$ cat config.mk
export PLATFORM = sky130hd
export DESIGN_NAME = scdm_ctrl
export DESIGN_NICKNAME = d
export VERILOG_FILES = /design/src/rtl/assert_macros.svh /design/src/rtl/scdm_pkg.sv /design/src/rtl/scdm_ctrl.sv
export SDC_FILE = /design/constraint.sdc
export NUM_CORES = 1
export LEC_CHECK = 0
export ABC_AREA = 1
export BUFFER_PORTS_ARGS = -buffer_cell sky130_fd_sc_hd__buf_4
export CORE_UTILIZATION = 40
export CTS_BUF_LIST = sky130_fd_sc_hd__clkbuf_4 sky130_fd_sc_hd__clkbuf_8 sky130_fd_sc_hd__clkbuf_16
export DETAILED_ROUTE_END_ITERATION = 8
export PLACE_DENSITY = 0.69
export SLEW_MARGIN = 10
export SYNTH_ARGS = -nofsm -noshare
export SYNTH_HDL_FRONTEND = slang
export SYNTH_SLANG_ARGS = --single-unit
$ cat constraint.sdc
create_clock -name clk -period 1.5 [get_ports clk]
set_clock_uncertainty 0.1 [all_clocks]
set_input_delay 0.3 -clock clk [delete_from_list [all_inputs] [get_ports clk]]
set_output_delay 0.3 -clock clk [all_outputs]
set_load 0.005 [all_outputs]
$ cat src/rtl/assert_macros.svh
// Assertion macros shared by the RTL of the shoreline mask block.
// Uses clk and arst_n of the including module; no other dependencies.
`ifndef ASSERT_MACROS_SVH
`define ASSERT_MACROS_SVH
`ifndef NO_ASSERTIONS
// expression must hold at every clock edge out of reset
`define CHK_ALWAYS(lbl, expr, msg) \
	lbl: assert property (@(posedge clk) disable iff (!arst_n) (expr)) else $error(msg);
// consequent must hold in the cycle after the antecedent
`define CHK_NEXT(lbl, ante, cons, msg) \
	lbl: assert property (@(posedge clk) disable iff (!arst_n) (ante) |=> (cons)) \
		else $error(msg);
`else
`define CHK_ALWAYS(lbl, expr, msg)
`define CHK_NEXT(lbl, ante, cons, msg)
`endif
`endif

$ cat src/rtl/scdm_pkg.sv
// Package for the signed chamfer distance mask: grid sizes, codes, types.
// No dependencies.
`timescale 1ns / 1ps
package scdm_pkg;
	localparam int GRID_SIDE = 64;
	localparam int CELLS     = GRID_SIDE * GRID_SIDE;
	localparam int AW        = $clog2(CELLS);
	localparam int CW        = $clog2(GRID_SIDE);

	localparam logic [15:0] DIST_MAX   = 16'hFFFF;
	localparam logic [8:0]  STEP_ORTHO = 9'd256;
	localparam logic [8:0]  STEP_DIAG  = 9'd362;

	// transform taps: own cell, then the four neighbors of the pass
	localparam logic [2:0] TAP_SELF   = 3'd0;
	localparam logic [2:0] TAP_ROW    = 3'd1;
	localparam logic [2:0] TAP_COL    = 3'd2;
	localparam logic [2:0] TAP_DIAG_A = 3'd3;
	localparam logic [2:0] TAP_DIAG_B = 3'd4;
	localparam logic [2:0] TAP_LAST   = TAP_DIAG_B;
	localparam logic [2:0] RTAP_LAST  = 3'd3;

	localparam logic MODE_LOAD = 1'b0;

	typedef enum logic [2:0] {
		ST_IDLE, ST_T_RD, ST_T_WR, ST_R_RD, ST_R_ACC, ST_R_SCALE, ST_R_DIV, ST_R_OUT
	} state_t;

	typedef struct packed {
		logic       load_we;
		logic       t_start_fwd;
		logic       t_start_bwd;
		logic       t_bwd;
		logic       t_rd;
		logic [2:0] t_tap;
		logic       t_acc;
		logic       t_wr;
		logic       r_start;
		logic       r_rd;
		logic [1:0] r_tap;
		logic       r_acc;
		logic       r_scale;
		logic       r_div;
		logic       r_out;
	} cmd_t;

	typedef struct packed {
		logic last_cell;
	} sts_t;
endpackage

$ cat src/rtl/scdm_ctrl.sv
// Controller state machine for the shoreline mask: sequences loads,
// the two transform passes and texel reads. Depends on scdm_pkg.
`timescale 1ns / 1ps
module scdm_ctrl import scdm_pkg::*; (
	input  logic clk,
	input  logic arst_n,
	input  logic start,
	input  logic mode,
	input  logic last_tile,
	input  sts_t sts,
	output cmd_t cmd,
	output logic busy
);
	state_t     state_q, state_d;
	logic [2:0] tap_q, tap_d;
	logic       bwd_q, bwd_d;

	// state registers
	always_ff @(posedge clk or negedge arst_n) begin
		if (!arst_n) begin
			state_q <= ST_IDLE;
			tap_q   <= TAP_SELF;
			bwd_q   <= 1'b0;
		end else begin
			state_q <= state_d;
			tap_q   <= tap_d;
			bwd_q   <= bwd_d;
		end
	end

	// next state and commands
	always_comb begin
		state_d   = state_q;
		tap_d     = tap_q;
		bwd_d     = bwd_q;
		cmd       = '0;
		cmd.t_bwd = bwd_q;
		unique case (state_q)
			ST_IDLE: begin
				if (start) begin
					tap_d = TAP_SELF;
					if (mode == MODE_LOAD) begin
						cmd.load_we = 1'b1;
						if (last_tile) begin
							cmd.t_start_fwd = 1'b1;
							bwd_d   = 1'b0;
							state_d = ST_T_RD;
						end
					end else begin
						cmd.r_start = 1'b1;
						state_d     = ST_R_RD;
					end
				end
			end
			ST_T_RD: begin
				cmd.t_rd  = 1'b1;
				cmd.t_tap = tap_q;
				cmd.t_acc = (tap_q != TAP_SELF);
				if (tap_q == TAP_LAST) state_d = ST_T_WR;
				else tap_d = tap_q + 3'd1;
			end
			ST_T_WR: begin
				cmd.t_acc = 1'b1;
				cmd.t_wr  = 1'b1;
				tap_d     = TAP_SELF;
				state_d   = ST_T_RD;
				if (sts.last_cell) begin
					if (!bwd_q) begin
						cmd.t_start_bwd = 1'b1;
						bwd_d = 1'b1;
					end else begin
						state_d = ST_IDLE;
					end
				end
			end
			ST_R_RD: begin
				cmd.r_rd  = 1'b1;
				cmd.r_tap = tap_q[1:0];
				cmd.r_acc = (tap_q != TAP_SELF);
				if (tap_q == RTAP_LAST) state_d = ST_R_ACC;
				else tap_d = tap_q + 3'd1;
			end
			ST_R_ACC: begin
				cmd.r_acc = 1'b1;
				state_d   = ST_R_SCALE;
			end
			ST_R_SCALE: begin
				cmd.r_scale = 1'b1;
				state_d     = ST_R_DIV;
			end
			ST_R_DIV: begin
				cmd.r_div = 1'b1;
				state_d   = ST_R_OUT;
			end
			ST_R_OUT: begin
				cmd.r_out = 1'b1;
				state_d   = ST_IDLE;
			end
			default: state_d = ST_IDLE;
		endcase
	end

	assign busy = (state_q != ST_IDLE);
endmodule

# == Yosys cells after proc, flatten, opt, wreduce, memory -nomap -nowiden ==
# Cells that the tools add are included.
# word_totals
register_bits,7
elab_cells,65
out_inout_bits,19
# classes
n_reduce_logical,8
muxes,35
addsub,1
n_eq_ne,18
# ops
op,count
2-to-1 mux 3 bit,9
case mux 3 bit (8 select lines),1
2-to-1 mux 1 bit,17
"!= test 2 bit, second input constant",8
"== test 3 bit, second input constant",5
case mux 3 bit (4 select lines),1
"== test 3 x 2 -> 1 bit, second input constant",3
AND reduction 4 bit,2
2-to-1 mux 2 bit,3
case mux 1 bit (2 select lines),3
nonzero test 3 bit,2
AND reduction 5 bit,1
2-to-1 mux 4 bit,1
nonzero test 4 bit,1
"adder 3 x 1 -> 3 bit, second input constant",1
"== test 3 x 1 -> 1 bit, second input constant",1
logical NOT 3 bit,1
"!= test 3 bit, second input constant",1
nonzero test 2 bit,1

# == Depth between registers and ports, before layout ==
# Gate-level depths: netlist of run 1.
# depth
depth_word,4
ltp_mapped,8
mapped_depth_nobuf,8

# == Worst setup path before layout of run 1 ==
# Ideal clock, no wire load.
# synth_path
path_type,reg2out
start,register state_q[2]
end,output cmd[9] in the netlist's numbering
path_stages_with_launch,6
n_path_buf,0
arrival_ns,1.049
setup_slack_ns,0.051
required_ns,1.100
cell_sequence,dfrtp_1 inv_2 nand2_1 nor2_1 inv_1 o21ai_0
# synth_rtl
element,line,text
start: declaration,scdm_ctrl.sv:14,"state_t state_q, state_d;"
start signal: assignment,scdm_ctrl.sv:25,state_q <= state_d;
end: declaration,scdm_ctrl.sv:11,"output cmd_t cmd,"

==> impl_metrics.ini, run 1 <==
[yosys]
synth_nets = 95
synthCells = 86
yosysSeqAreaShare_pct = 31.0
ys_types = 19
yosys_warnings = 0
netlist_area_um2 = 564
ys_ff_latch = 7
syn_avg_cell_area_um2 = 6.56

[floorplan]
coreArea_um2 = 1300
ioPinCount = 25
row_count = 13
dieWidth_um = 39.6
initial_utilization_pct = 43.4
fp.dieH_um = 39.6
die_area_um2 = 1560

[routing]
first_pass_iters = 4
vias_per_cell = 5.41
postRouteAntennaNets = 0
routed_wl_um = 2920
wl_per_cell_um = 19.0
vias = 833
initialDrtViolationCount = 46
drc = 0

[finish]
fin_util_pct = 93.2
diodes = 0
area_growth_pct = 115
final_nets = 149
fillers = 48
layoutNonFillerInstCount = 154
postLayoutCellArea_um2 = 1210
drive_above_1_share_pct = 72.7

[status]
failed_checks = negative setup slack
status = complete, but fails checks

[placed_design]
io_buffers = 24
place_area_um2 = 816
dp.cells = 132
hpwl_um = 1220
routabilityCongestion = 0.851

[timing]
hold_viol = 0
slew_violations = 0
grt_setup_unrepaired = true
fin_ws_ns = -0.354
slew_headroom_pct = 85.2
period_needed_ns = 1.85
post-route-period-util_pct = 124
fmax_mhz = 539
setup_viol = 22
worst_pin_slew_ns = 0.221

[critical_path]
cp-start-kind = flip-flop
path_delay_family = simple AND/OR/NAND/NOR gates
arrival_ns = 1.45
critical_path_required_ns = 1.10
slowest_stage = dfrtp_1
cp_num_buf_inv = 2
crit_type = flip-flop to output pin
crit_path_max_fanout = 5
cp_cell_sequence = inv_2, nand2_4, nor2_4, nand2_1, nor2_1, buf_4
slowest_delay_ns = 0.41
worst_setup_path_end_kind = output pin

[clocking]
clk_path_buf_depth = 2
insertion_delay_ns = 0.25
cts_tree = yes
numCtsBuffers = 3
clock-sinks = 7
cts.clk_slew.worst_paths_ns = 0.05
clockRootBuffer = clkbuf_4
cts_max_level = 1

[run]
cap_violations = 0

[grt]
grt_pass1_vias = 744
grt_max_degree = 8
overflow = 0
grt_pass1_wl_um = 3100
grt_antenna_before_repair = 0
track_usage_pct = 29.7

[power_and_ir_drop]
ir_drop_mv = 1.79
p_per_area_nw_per_um2 = 2510
power_mw = 3.04
leakagePower_nw = 0.624

[worst_hold_path]
hold_path.class = primary input to flip-flop
==> layer usage <==
metal,vias to the layer above,share of wire [%],track usage (%)
met3,20,7.5,3.41
met5,-,0,0
li1,376,-,-
met1,391,38,34.3
met2,46,50,52.9
met4,0,4.8,14.7
==> synth_stat cells, drive strengths merged <==
library cell | instances | area (um2)
or2 | 1 | 8.76
nand3 | 6 | 42.5
o21ai | 8 | 43.8
ha | 3 | 37.5
dfrtp | 7 | 175
buf | 2 | 15.0
nand4 | 1 | 6.26
nand2 | 23 | 93.8
nor2 | 18 | 72.6
nor3 | 2 | 10.0
a31oi | 1 | 6.26
inv | 13 | 48.8
clkinv | 1 | 3.75
==> tightest hold or removal path, stage by stage <==
cell and delay [ns]:
buf_4 0.10, nand2_1 0.08, nand2_1 0.08
==> registers in the layout, indices dropped and copies added, names as in the netlist <==
signal / count
bwd_q: 1
state_q: 3
tap_q: 3
==> layout make-up <==
type                    instances  area (um2)  share of cell area [%]
inverters                      14        62.6                    5.16
clock buffers                   4        30.0                    2.48
multi-input cells              63         502                    41.4
well taps                      15        18.8                    1.55
flip-flops and latches          7         176                    14.6
repair buffers                 51         423                    34.9
==> report_power, final <==
group / switching, mW / internal [mW] / total (mW)
clock: 0.0652 / 0.119 / 0.184
combinational: 1.32 / 1.15 / 2.46
sequential: 0.115 / 0.282 / 0.398
==> layout by cell type, fill, tap and decap left out <==
cell,count
o21ai_1,1
inv_2,8
nand3_4,3
nand2_2,5
nor3_4,1
inv_6,1
or2_4,1
nand3_2,2
o21ai_2,6
nand2_1,15
nor2_2,5
nand4_1,1
nor3_2,1
buf_6,10
buf_4,40
dfrtp_2,1
ha_4,3
inv_1,3
nand3_1,1
nor2_4,5
dfrtp_1,6
nand2_4,3
o21ai_0,1
clkbuf_4,4
inv_4,2
a31oi_1,1
nor2_1,8
dlygate4sd3_1,1
==> final timing paths <==
path,start,to,slack (ns),cells after the start
max,state_q[0],cmd[7],-0.35,6
min,sts,bwd_q,0.26,3
max reg2reg,tap_q[0],state_q[0],-0.17,6
min reg2reg,bwd_q,bwd_q,0.50,2
max in group asynchronous,arst_n,state_q[1],0.87,2
min in group asynchronous,arst_n,tap_q[2],0.30,2
==> stage by stage <==
stage	setup slack, ns	hold slack (ns)	setup TNS [ns]
4_1_cts	-0.185	0.222	-1.87
3_5_place_dp	-0.0261	0.0149	-0.0261
5_1_grt	-0.386	0.256	-4.44
6_report	-0.354	0.257	-3.72
2_1_floorplan	0.0510	-0.0956	0
3_3_place_gp	0.0240	0.0140	0
==> timing repair <==
action | 4_1_cts | 5_1_grt
endpoints found under the hold margin | 7 | 0
pin swaps | 8 | 12
buffers inserted | 11 | 8
hold buffers | 1 | 0
gates resized for setup | 27 | 42
setup endpoints to repair | 17 | 22
==> cell families (layout without fill, tap and decap cells) <==
logic type / Yosys count / count (layout) / synth area share (%)
buffers and inverters: 16 / 69 / 12.0
AO/OA/AOI/OAI: 9 / 9 / 8.87
flip-flops: 7 / 7 / 31.0
AND/OR/NAND/NOR: 51 / 51 / 41.5
adder cells (fa/ha/maj): 3 / 3 / 6.65
Power figures use the tool's default switching activity.
==> run 2: changes to the inputs <==
CELL_PAD_IN_SITES_DETAIL_PLACEMENT = 0   (was default)
CELL_PAD_IN_SITES_GLOBAL_PLACEMENT = 1   (was default)
CORE_UTILIZATION = 30   (was 40)
PLACE_DENSITY = default   (was 0.69)
PLACE_DENSITY_LB_ADDON = 0.1   (was default)
==> impl_metrics.ini, run 2 (synthesized netlist as in run 1, its figures left out) <==
[status]
status = complete, but fails checks
failed_checks = negative setup slack

[power_and_ir_drop]
leakagePower_nw = 0.576
seq_power_share_pct = 14.9
switchingPower_mw = 1.11
swShare_pct = 45.6
p_per_area_nw_per_um2 = 2270
p_int_mw = 1.33
ir_drop_mv = 1.06
clkPwrFrac_pct = 7.7
power_frac_comb_pct = 77.4

[routing]
first_pass_iters = 2
vias = 690
vias_per_cell = 4.37
drc = 0
initialDrtViolationCount = 3
routed_wl_um = 1810
postRouteAntennaNets = 0
wl_per_cell_um = 11.5

[clocking]
numCtsBuffers = 3
clock-sinks = 7
cts.clk_slew.worst_paths_ns = 0.05
clk_path_buf_depth = 2
cts_max_level = 1
cts_tree = yes
insertion_delay_ns = 0.25
clockRootBuffer = clkbuf_4

[floorplan]
coreArea_um2 = 1750
initial_utilization_pct = 32.3
fp.dieH_um = 45.4
dieWidth_um = 45.4
row_count = 15
die_area_um2 = 2060
ioPinCount = 25

[finish]
largestRegisters = state_q: 3 flops, tap_q: 3 flops, bwd_q: 1 flops
diodes = 0
final_cell_mix = 41 x buf_4, 17 x nand2_1, 12 x nor2_1
final_nets = 143
postLayoutCellArea_um2 = 1080
area_growth_pct = 90.9
drive_above_1_share_pct = 62.4
mostFrequentLayoutCell = buf_4

[timing]
setup_viol = 21
period_needed_ns = 1.72
fmax_mhz = 582
slew_violations = 0
slew_headroom_pct = 81.8
hold_viol = 0
worst_pin_slew_ns = 0.272
fin_ws_ns = -0.218
post-route-period-util_pct = 115
whs_ns = 0.201
grt_setup_unrepaired = true
timing.setup.tns_ns = -2.60

[critical_path]
critical_path_required_ns = 1.10
arrival_ns = 1.32
crit_type = flip-flop to output pin
worst_setup_path_end_kind = output pin
crit_path_max_fanout = 6
cp-start-kind = flip-flop

[placed_design]
io_buffers = 24
place_ws_ns = -0.0506
hpwl_um = 1260
routabilityCongestion = 0.836
place_area_um2 = 866

[grt]
grt_antenna_before_repair = 0
grt_pass1_vias = 686
track_usage_pct = 19.4
grt_pass1_wl_um = 2790
grt_max_degree = 8
overflow = 0

[worst_hold_path]
hold_path.class = primary input to flip-flop

[run]
cap_violations = 0
[run 2: layout make-up]
type                    instances  area (um2)
well taps                      25        31.3
flip-flops and latches          7         176
clock buffers                   4        30.0
fillers                       180         668
inverters                      14        60.1
multi-input cells              63         428
repair buffers                 45         352
[run 2: final timing paths]
check,slack [ns],endpoint,cells past startpoint,startpoint
max,-0.22,cmd[17],6,state_q[2]
min,0.20,bwd_q,3,sts
max reg2reg,-0.08,state_q[1],9,state_q[2]
min reg2reg,0.45,bwd_q,2,bwd_q
max in group asynchronous,0.87,state_q[1],2,arst_n
min in group asynchronous,0.30,state_q[0],2,arst_n
[run 2: metrics by stage]
step                      utilization (%)  power [mW]  instances
after global routing                 61.7        2.67        158
final                                61.7        2.44        158
after floorplan                         -        1.10         86
after detailed placement             49.6        1.80        147
after CTS                            59.2        2.32        158
after global placement               49.6        1.80        147
[run 2: power groups by stage]
stage | Combinational [mW] | Sequential (mW) | Clock [mW]
after floorplan | 0.732 | 0.366 | 0
after global placement | 1.44 | 0.357 | 0
after detailed placement | 1.44 | 0.358 | 0
after CTS | 1.76 | 0.360 | 0.195
after global routing | 2.09 | 0.374 | 0.208
final | 1.89 | 0.364 | 0.188
[run 2: critical path: stages, from the launching register on]
cell and delay (ns):
dfrtp_1 0.38, inv_2 0.11, nand2_2 0.08, nor2_4 0.15, inv_1 0.09, nor3_2 0.12, buf_4 0.13
[run 2: repair_timing]
| action | CTS | global route |
|---|---|---|
| pin swaps | 7 | 5 |
| resized for setup | 28 | 11 |
| endpoints found under the hold margin | 7 | 0 |
| buffers inserted | 6 | 1 |
| endpoints found under the setup margin | 18 | 22 |
| hold buffers | 1 | 0 |
[run 2: per-layer routing]
metal | vias to the layer above | part of all wire [%] | global-route usage (%)
met2 | 17 | 57 | 37.1
met5 | - | 0 | 0
met1 | 308 | 40 | 20.9
met3 | 0 | 2.8 | 7.14
li1 | 365 | - | -
met4 | 0 | 0 | 1.82
